$ cat src/rtl/rpls_pkg.sv
// ----------------------------------------------------------------------------
// rpls_pkg
// Shared types, constants and helper functions for the recovery protocol
// level sequencer.
// ----------------------------------------------------------------------------
package rpls_pkg;

    // Widths and limits
    localparam int MAX_STEPS     = 32;
    localparam int COUNT_WIDTH   = 64;
    localparam int CFG_WIDTH     = 32;
    localparam int CFG_IDX_WIDTH = 3;
    localparam int LEVEL_WIDTH   = 11;
    localparam int PULSE_WIDTH   = 16;
    localparam int TICK_WIDTH    = 32;
    localparam int STEP_WIDTH    = 6;

    localparam logic signed [PULSE_WIDTH-1:0] LEVEL_MAX = 16'sd1000;
    localparam logic signed [PULSE_WIDTH-1:0] LEVEL_MIN = -16'sd1000;

    typedef logic [COUNT_WIDTH-1:0] count_t;
    typedef logic [TICK_WIDTH-1:0]  tick_t;
    typedef logic [STEP_WIDTH-1:0]  step_t;
    typedef logic signed [LEVEL_WIDTH-1:0] level_t;

    // Phases of one step
    typedef enum logic [1:0] {
        PH_PAUSE    = 2'd0,
        PH_PULSE    = 2'd1,
        PH_RECOVERY = 2'd2,
        PH_PROBE    = 2'd3
    } phase_t;

    // Configuration register indexes
    typedef enum logic [CFG_IDX_WIDTH-1:0] {
        REG_PAUSE_LEVEL    = 3'd0,
        REG_RECOVERY_LEVEL = 3'd1,
        REG_PULSE_LEVELS   = 3'd2,
        REG_PAUSE_TICKS    = 3'd3,
        REG_PULSE_TICKS    = 3'd4,
        REG_PROBE_TICKS    = 3'd5,
        REG_FIRST_RECOVERY = 3'd6,
        REG_STEP_COUNT     = 3'd7
    } reg_idx_t;

    // Register reset values
    localparam level_t RST_PAUSE_LEVEL    = '0;
    localparam level_t RST_RECOVERY_LEVEL = '0;
    localparam tick_t  RST_PULSE_LEVELS   = 32'd3276850;
    localparam tick_t  RST_PAUSE_TICKS    = 32'd200000;
    localparam tick_t  RST_PULSE_TICKS    = 32'd200000;
    localparam tick_t  RST_PROBE_TICKS    = 32'd50000;
    localparam tick_t  RST_FIRST_RECOVERY = 32'd500;
    localparam step_t  RST_STEP_COUNT     = 6'd10;

    typedef struct packed {
        level_t pause_level;
        level_t recovery_level;
        tick_t  pulse_levels;
        tick_t  pause_ticks;
        tick_t  pulse_ticks;
        tick_t  probe_ticks;
        tick_t  first_recovery;
        step_t  step_count;
    } cfg_t;

    typedef struct packed {
        level_t      level_mv;
        logic [1:0]  phase_code;
        step_t       step_index;
        logic        done;
    } result_t;

    // Clamp a level to +/-1000 mV
    function automatic level_t sat_level(input logic signed [PULSE_WIDTH-1:0] v);
        if (v > LEVEL_MAX)
            return LEVEL_WIDTH'(LEVEL_MAX);
        else if (v < LEVEL_MIN)
            return LEVEL_WIDTH'(LEVEL_MIN);
        else
            return v[LEVEL_WIDTH-1:0];
    endfunction

    // Phase length with zero read as one tick
    function automatic count_t len_min1(input count_t v);
        return (v == '0) ? count_t'(1) : v;
    endfunction

endpackage

$ cat src/rtl/rpls_seq.sv
// ----------------------------------------------------------------------------
// rpls_seq
// Protocol state (phase, tick counter, step, recovery length, done) and the
// single-pass logic that turns one tick into one result.
// ----------------------------------------------------------------------------
module rpls_seq
    import rpls_pkg::*;
(
    input  logic    clk,
    input  logic    rst_n,
    input  logic    step_en,
    input  logic    restart,
    input  cfg_t    cfg,
    output result_t res
);

    phase_t phase_reg, phase_next;
    count_t left_reg, left_next;
    step_t  step_reg, step_next;
    count_t rec_reg, rec_next;
    logic   fin_reg, fin_next;

    // state after an optional restart
    phase_t phase_e;
    count_t left_e;
    step_t  step_e;
    count_t rec_e;
    logic   fin_e;
    logic   fin_now;
    step_t  limit;
    step_t  step_inc;
    level_t level;

    localparam logic RST_FINISHED = (RST_STEP_COUNT == '0);

    // State registers, advanced once per accepted tick
    always_ff @(posedge clk or negedge rst_n)
    begin
        if (!rst_n)
        begin
            phase_reg <= PH_PAUSE;
            left_reg  <= count_t'(RST_PAUSE_TICKS);
            step_reg  <= step_t'(1);
            rec_reg   <= count_t'(RST_FIRST_RECOVERY);
            fin_reg   <= RST_FINISHED;
        end
        else if (step_en)
        begin
            phase_reg <= phase_next;
            left_reg  <= left_next;
            step_reg  <= step_next;
            rec_reg   <= rec_next;
            fin_reg   <= fin_next;
        end
    end

    // Step limit, capped at MAX_STEPS
    assign limit = (cfg.step_count > STEP_WIDTH'(MAX_STEPS)) ? STEP_WIDTH'(MAX_STEPS)
                                                             : cfg.step_count;
    assign step_inc = step_e + 1'b1;

    // Restart re-arms before the tick is handled
    always_comb
    begin
        if (restart)
        begin
            phase_e = PH_PAUSE;
            left_e  = len_min1(count_t'(cfg.pause_ticks));
            step_e  = step_t'(1);
            rec_e   = count_t'(cfg.first_recovery);
            fin_e   = (limit == '0);
        end
        else
        begin
            phase_e = phase_reg;
            left_e  = left_reg;
            step_e  = step_reg;
            rec_e   = rec_reg;
            fin_e   = fin_reg;
        end
    end

    assign fin_now = fin_e || (step_e > limit);

    // Level of the current phase
    always_comb
    begin
        unique case (phase_e)
            PH_PAUSE:    level = sat_level(PULSE_WIDTH'(cfg.pause_level));
            PH_PULSE:    level = sat_level(cfg.pulse_levels[PULSE_WIDTH-1:0]);
            PH_RECOVERY: level = sat_level(PULSE_WIDTH'(cfg.recovery_level));
            PH_PROBE:    level = sat_level(cfg.pulse_levels[TICK_WIDTH-1:PULSE_WIDTH]);
            default:     level = '0;
        endcase
    end

    // Result and next state
    always_comb
    begin
        phase_next = phase_e;
        left_next  = left_e;
        step_next  = step_e;
        rec_next   = rec_e;
        fin_next   = fin_now;

        res.step_index = step_e;
        if (fin_now)
        begin
            res.level_mv   = '0;
            res.phase_code = PH_PAUSE;
            res.done       = 1'b1;
        end
        else
        begin
            res.level_mv   = level;
            res.phase_code = phase_e;
            res.done       = 1'b0;

            if (left_e > count_t'(1))
            begin
                left_next = left_e - 1'b1;
            end
            else
            begin
                unique case (phase_e)
                    PH_PAUSE:
                    begin
                        phase_next = PH_PULSE;
                        left_next  = len_min1(count_t'(cfg.pulse_ticks));
                    end
                    PH_PULSE:
                    begin
                        phase_next = PH_RECOVERY;
                        left_next  = len_min1(rec_e);
                    end
                    PH_RECOVERY:
                    begin
                        phase_next = PH_PROBE;
                        left_next  = len_min1(count_t'(cfg.probe_ticks));
                    end
                    PH_PROBE:
                    begin
                        phase_next = PH_PAUSE;
                        left_next  = len_min1(count_t'(cfg.pause_ticks));
                        step_next  = step_inc;
                        // doubling saturates at all ones
                        rec_next   = rec_e[COUNT_WIDTH-1] ? '1
                                                          : {rec_e[COUNT_WIDTH-2:0], 1'b0};
                        fin_next   = (step_inc > limit);
                    end
                    default:
                    begin
                        phase_next = PH_PAUSE;
                    end
                endcase
            end
        end
    end

endmodule

$ cat src/rtl/recovery_protocol_level_sequencer.sv
// ----------------------------------------------------------------------------
// recovery_protocol_level_sequencer
// Emits one clamp level per sample tick, walking pause, inactivating pulse,
// recovery and recovery pulse phases with a doubling recovery length.
// ----------------------------------------------------------------------------
//  channel  | handshake                 | payload
//  ---------+---------------------------+----------------------------------------
//  input    | in_valid / in_stall       | restart
//  output   | out_valid / out_stall     | level_mv, phase_code, step_index, done_res
//  config   | cfg_we                    | cfg_index, cfg_data
//
//  One item per cycle while in_stall is low; a result is registered in the
//  output register, or in the skid register while the output is stalled.
//  rpls_seq updates its state (a 64-bit tick decrement and compare) per accepted tick.
//  Reset loads the register defaults and arms the protocol at step one.
//  A two-entry output (register plus skid) still takes one tick after
//  out_stall rises; in_stall follows only once both are full.
// ----------------------------------------------------------------------------
module recovery_protocol_level_sequencer
    import rpls_pkg::*;
(
    input  logic                     clk,
    input  logic                     rst_n,
    input  logic                     in_valid,
    output logic                     in_stall,
    input  logic                     restart,
    output logic                     out_valid,
    input  logic                     out_stall,
    output logic signed [10:0]       level_mv,
    output logic [1:0]               phase_code,
    output logic [5:0]               step_index,
    output logic                     done_res,
    input  logic                     cfg_we,
    input  logic [CFG_IDX_WIDTH-1:0] cfg_index,
    input  logic [CFG_WIDTH-1:0]     cfg_data
);

    cfg_t    cfg_reg;
    result_t res;
    result_t out_reg;
    result_t skid_reg;
    logic    out_valid_reg;
    logic    skid_valid_reg;
    logic    accept;
    logic    out_free;

    // Configuration registers
    always_ff @(posedge clk or negedge rst_n)
    begin
        if (!rst_n)
        begin
            cfg_reg.pause_level    <= RST_PAUSE_LEVEL;
            cfg_reg.recovery_level <= RST_RECOVERY_LEVEL;
            cfg_reg.pulse_levels   <= RST_PULSE_LEVELS;
            cfg_reg.pause_ticks    <= RST_PAUSE_TICKS;
            cfg_reg.pulse_ticks    <= RST_PULSE_TICKS;
            cfg_reg.probe_ticks    <= RST_PROBE_TICKS;
            cfg_reg.first_recovery <= RST_FIRST_RECOVERY;
            cfg_reg.step_count     <= RST_STEP_COUNT;
        end
        else if (cfg_we)
        begin
            unique case (reg_idx_t'(cfg_index))
                REG_PAUSE_LEVEL:    cfg_reg.pause_level    <= cfg_data[LEVEL_WIDTH-1:0];
                REG_RECOVERY_LEVEL: cfg_reg.recovery_level <= cfg_data[LEVEL_WIDTH-1:0];
                REG_PULSE_LEVELS:   cfg_reg.pulse_levels   <= cfg_data;
                REG_PAUSE_TICKS:    cfg_reg.pause_ticks    <= cfg_data;
                REG_PULSE_TICKS:    cfg_reg.pulse_ticks    <= cfg_data;
                REG_PROBE_TICKS:    cfg_reg.probe_ticks    <= cfg_data;
                REG_FIRST_RECOVERY: cfg_reg.first_recovery <= cfg_data;
                REG_STEP_COUNT:     cfg_reg.step_count     <= cfg_data[STEP_WIDTH-1:0];
                default:            cfg_reg.step_count     <= cfg_reg.step_count;
            endcase
        end
    end

    // Handshake
    assign in_stall = skid_valid_reg;
    assign accept   = in_valid && !skid_valid_reg;
    assign out_free = !out_valid_reg || !out_stall;

    rpls_seq u_seq (
        .clk     (clk),
        .rst_n   (rst_n),
        .step_en (accept),
        .restart (restart),
        .cfg     (cfg_reg),
        .res     (res)
    );

    // Output register with skid stage
    always_ff @(posedge clk or negedge rst_n)
    begin
        if (!rst_n)
        begin
            out_valid_reg  <= 1'b0;
            skid_valid_reg <= 1'b0;
        end
        else if (out_free)
        begin
            out_valid_reg  <= skid_valid_reg || accept;
            skid_valid_reg <= 1'b0;
        end
        else if (accept)
        begin
            skid_valid_reg <= 1'b1;
        end
    end

    always_ff @(posedge clk)
    begin
        if (out_free)
        begin
            if (skid_valid_reg)
                out_reg <= skid_reg;
            else if (accept)
                out_reg <= res;
        end
        else if (accept)
        begin
            skid_reg <= res;
        end
    end

    assign out_valid  = out_valid_reg;
    assign level_mv   = out_reg.level_mv;
    assign phase_code = out_reg.phase_code;
    assign step_index = out_reg.step_index;
    assign done_res   = out_reg.done;

    // Checks
    a_done_idle_level: assert property (@(posedge clk) disable iff (!rst_n)
        (out_valid && done_res) |-> (level_mv == '0 && phase_code == PH_PAUSE))
        else $error("done result with nonzero level or phase");

    a_skid_needs_out: assert property (@(posedge clk) disable iff (!rst_n)
        in_stall |-> out_valid)
        else $error("skid holds an item while output register is empty");

    a_skid_drains: assert property (@(posedge clk) disable iff (!rst_n)
        (in_stall && !out_stall) |=> !in_stall)
        else $error("skid did not drain when output was taken");

    a_step_nonzero: assert property (@(posedge clk) disable iff (!rst_n)
        out_valid |-> (step_index != '0))
        else $error("result with step index zero");

endmodule

$ cat config.mk
export PLATFORM = sky130hd
export DESIGN_NAME = recovery_protocol_level_sequencer
export DESIGN_NICKNAME = d
export VERILOG_FILES = /design/src/rtl/rpls_pkg.sv /design/src/rtl/rpls_seq.sv /design/src/rtl/recovery_protocol_level_sequencer.sv
export SDC_FILE = /design/constraint.sdc
export NUM_CORES = 1
export LEC_CHECK = 0
export ABC_AREA = 1
export BUFFER_PORTS_ARGS = -buffer_cell sky130_fd_sc_hd__clkbuf_2
export CAP_MARGIN = 15
export CORE_ASPECT_RATIO = 1.2
export CORE_MARGIN = 5
export CORE_UTILIZATION = 45
export DETAILED_ROUTE_END_ITERATION = 8
export MAX_ROUTING_LAYER = met4
export REMOVE_ABC_BUFFERS = 1
export SETUP_SLACK_MARGIN = 0.3
export SLEW_MARGIN = 20
export SYNTH_ARGS = -nofsm -noshare
export SYNTH_HDL_FRONTEND = slang
export SYNTH_SLANG_ARGS = --single-unit
$ cat constraint.sdc
create_clock -name clk -period 6.6 [get_ports clk]
set_clock_uncertainty 0.15 [all_clocks]
set_input_delay 0.99 -clock clk [delete_from_list [all_inputs] [get_ports clk]]
set_output_delay 0.99 -clock clk [all_outputs]
set_load 0.02 [all_outputs]
==> impl_metrics.csv <==
group,metric,value,unit
cells_and_area,fillers,5214,
pwr,p_seq_share,39.9,%
die,ioPinCount,63,
synthesis,syn-mean-instance-area,6.70,um2
drt,first_iter_violations,2285,
placement,buffer_ports.inserted,62,
synthesis,synth_ff_type,"dfrtp_1",
drt,drt_pass1_iterations,6,
worst_setup_path,worstPathArrival,5.26,ns
pwr,switchingPower,0.00282,W
sta,rsz0062_at_grt,"false",
synthesis,synthSimpleGateAreaFrac,34.3,%
worst_setup_path,r2r_end,"u_seq.rec_reg[33]$_DFFE_PN0P_",
synthesis,synth_top_family_by_area,"simple AND/OR/NAND/NOR gates",
drt,postRouteAntennaNets,0,
hold_path,worstHoldEndpoint,"u_seq.left_reg[16]$_DFFE_PN1P_",
drt,via_per_inst,5.66,
worst_setup_path,max_stage_delay,0.77,ns
sta,finalCriticalPeriod,4.90,ns
cells_and_area,largest_register_ffs,188,
pwr,power_density,300,nW/um2
worst_setup_path,endpoint_kind,"flop",
sta,worst_hold_slack,0.320,ns
sta,fin_crit_sh,74.2,%
worst_setup_path,reg2reg_slack,2.22,ns
pwr,p_clk_share,32.6,%
drt,remaining_drc_errors,0,
clock_tree,cts.htree.levels,2,
pwr,ir_worst_vdd,331,uV
sta,max_slew_margin,30.7,%
clock_tree,cts_buffers,44,
pwr,sw_frac_of_total,36.7,%
hold_path,hold_class,"reg2reg",
clock_tree,worstSkewPairLatency,0.60,ns
synthesis,synth_xor_area_share,0.149,%
pwr,p_int,0.00486,W
synthesis,yosysUniqueCellTypes,54,
clock_tree,postCtsSetupBuffers,0,
die,die_h,260,um
hold_path,min-delay-start,"u_seq.left_reg[16]$_DFFE_PN1P_",
pwr,p_leak,12.7,nW
worst_setup_path,cpMaxStageDelayCell,"buf_4",
flow_run,cap_violations,0,
synthesis,syn_inst,3504,
die,initial_utilization,45.5,%
placement,dp_hpwl,52.3,mm
pwr,comb_power_share,27.4,%
drt,drt_wl_total,80.7,mm
grt,grt_pass1_vias,22828,
cells_and_area,final_nets,3504,
placement,gp_routability_congestion,0.946,
worst_setup_path,path_delay_family,"buffers and inverters",
sta,slew_violations,0,
outcome,status,"complete, no violations",
die,core_area,51600,um2
synthesis,synth_warnings,0,
clock_tree,hold_buffers,0,
synthesis,synth_compound_area_share,14.6,%
worst_setup_path,crit_type,"in2reg",
synthesis,synth_edf_count,40,
sta,setup_viol_count_final,0,
worst_setup_path,crit_path_max_fanout,76,
clock_tree,clk_root_buffer_cell,"clkbuf_16",
worst_setup_path,cp_common_cell,"nand2_1",
synthesis,ys_ff_latch,367,
placement,place_ws,1.20,ns
synthesis,ys_seq_area_share,40.2,%
clock_tree,clockBufferDepth,3,
cells_and_area,drive_above_1_share,7.86,%
drt,num_vias,23620,
grt,gr-usage-all-layers,28.6,%
clock_tree,cts_resized,0,
worst_setup_path,worstPathRequired,6.96,ns
grt,antenna_found_initial,0,
sta,fmax,0.204,GHz
synthesis,async_flop_share,89.1,%
grt,grt_pass1_wl,127,mm
worst_setup_path,crit_buf_inv,5,
clock_tree,clock-sinks,367,
die,dieArea,56800,um2
hold_path,hold_depth,2,
cells_and_area,insertedDiodeCount,0,
synthesis,synthAdderAreaFrac,1.12,%
grt,grt_max_degree,125,
die,rows,91,
synthesis,synth_mux_area_share,0.171,%
worst_setup_path,r2r_start,"cfg_reg[124]$_DFFE_PN0P_",
cells_and_area,area_delta_synth_final,8.98,%
sta,final_hold_viol_count,0,
sta,setup_ws,1.70,ns
worst_setup_path,crit_path_cell_trace,"buf_4, inv_4, o21ai_1, nor2_2, nand2_1, inv_2, nand4_1, nand2_4, buf_4, buf_4, nand4_1, nand2_1, nand2_1, nand2_1, nand2_1, nand2_1",
die,die_w,218,um
clock_tree,clk_pin_slew_worst_paths,0.06,ns
clock_tree,cts_tree,"yes",
worst_setup_path,rr_worst_depth,20,
drt,post_drt_wl_per_cell,19.4,um
grt,globalRouteOverflowTotal,0,
worst_setup_path,start_kind,"input pin",
sta,tightestPinTransition,1.04,ns
synthesis,synth.cell_area,23500,um2
[cells by family (layout without fill, tap and decap cells)]
group | count (synthesis) | count (layout)
buffers and inverters | 537 | 508
DFF | 367 | 367
muxes | 4 | 4
and+or+nand+nor | 1928 | 1928
xor gates and xnor gates | 4 | 4
adders and majority gates | 21 | 21
AOI/OAI and AO/OA | 643 | 643
[final cells by class]
| cell class | instances | area, um2 | area share [%] |
|---|---|---|---|
| Multi-Input combinational cell | 2600 | 11900 | 46.5 |
| Sequential cell | 367 | 9440 | 36.9 |
| Clock buffer | 64 | 1280 | 4.99 |
| Inverter | 326 | 1230 | 4.81 |
| Tap cell | 697 | 872 | 3.41 |
| Timing Repair Buffer | 103 | 656 | 2.56 |
| Clock inverter | 15 | 194 | 0.758 |
[synthesized netlist by cell type, drive strengths merged (12+ instances only)]
cell / instances / share of area, %
a21oi: 121 / 2.6
buf: 86 / 2.2
clkbuf: 125 / 2.0
dfrtp: 282 / 30
dfstp: 45 / 5.0
edfxtp: 40 / 5.1
ha: 21 / 1.1
inv: 320 / 5.1
nand2: 1284 / 21
nand3: 146 / 3.2
nand4: 141 / 3.8
nor2: 282 / 4.7
nor3: 21 / 0.47
nor4: 12 / 0.32
o21ai: 456 / 9.8
o221ai: 18 / 0.67
o22ai: 12 / 0.37
or2: 34 / 0.91
[routing by layer]
layer,vias to the layer above,global-route usage (%),routed length [um]
li1,11240,-,-
met1,11223,35.5,33300
met2,939,47.8,39100
met3,218,3.47,4850
met4,0,11.4,3420
met5,-,-,0
[worst register-to-register path, cell delays in order (launching register included)]
cell	delay, ns
dfrtp_1	0.43
inv_1	0.11
nand2_1	0.06
nor2_1	0.18
nand2_1	0.09
nor2_1	0.22
nand2_1	0.10
nand3_1	0.10
nand2_2	0.35
inv_1	0.28
ha_1	0.20
nand4_1	0.15
nand2_4	0.12
buf_4	0.38
buf_4	0.79
nand4_1	0.21
nand2_1	0.13
nand2_1	0.06
nand2_1	0.08
nand2_1	0.05
nand2_1	0.08
[metrics by stage]
| step | TNS (ns) | std cells | area, um2 | total power (W) | utilization [%] |
|---|---|---|---|---|---|
| finish | 0 | 4172 | 25600 | 0.00768 | 49.6 |
| global route | 0 | 4172 | 25600 | 0.00813 | 49.6 |
| CTS | 0 | 4172 | 25600 | 0.00770 | 49.6 |
| detailed placement | 0 | 4093 | 24100 | 0.00518 | 46.7 |
| global placement | 0 | 4093 | 24100 | 0.00513 | 46.7 |
| floorplan | -11.79 | 3293 | 22500 | 0.00445 | - |
[cells in the final DEF, fill, tap and decap left out, types with 9 or more instances in the layout]
master,count
or2_1,26
clkbuf_16,44
ha_1,19
clkbuf_1,10
clkbuf_2,60
a21oi_1,120
nor2_1,269
edfxtp_1,40
o221ai_1,18
nand3_1,142
o22ai_1,10
o21ai_1,34
nor3_1,19
inv_1,312
clkinv_2,9
clkbuf_8,10
o21ai_0,418
dfrtp_1,282
buf_4,40
nor4_1,12
dfstp_2,45
nand2_1,1275
nand4_1,139
[power groups by stage]
stage / clock network, W / registers (W) / logic, W
5_1_grt: 0.00264 / 0.00311 / 0.00238
3_3_place_gp: 0 / 0.00308 / 0.00205
2_1_floorplan: 0 / 0.00302 / 0.00143
3_5_place_dp: 0 / 0.00309 / 0.00209
6_report: 0.00251 / 0.00307 / 0.00211
4_1_cts: 0.00255 / 0.00306 / 0.00209
[worst max path at each step]
stage | start | endpoint | slack (ns) | cells past startpoint
2_1_floorplan | restart | u_seq.rec_reg[0]$_DFFE_PN0P_ | -0.64 | 16
3_3_place_gp | restart | u_seq.rec_reg[16]$_DFFE_PN0P_ | 1.36 | 16
3_5_place_dp | restart | u_seq.rec_reg[33]$_DFFE_PN0P_ | 1.20 | 16
4_1_cts | restart | u_seq.rec_reg[33]$_DFFE_PN0P_ | 1.82 | 16
5_1_grt | restart | level_mv[7]$_DFFE_PP_ | 1.39 | 11
6_report | restart | u_seq.rec_reg[33]$_DFFE_PN0P_ | 1.70 | 16
No activity file was read; power rests on OpenSTA's default activity.
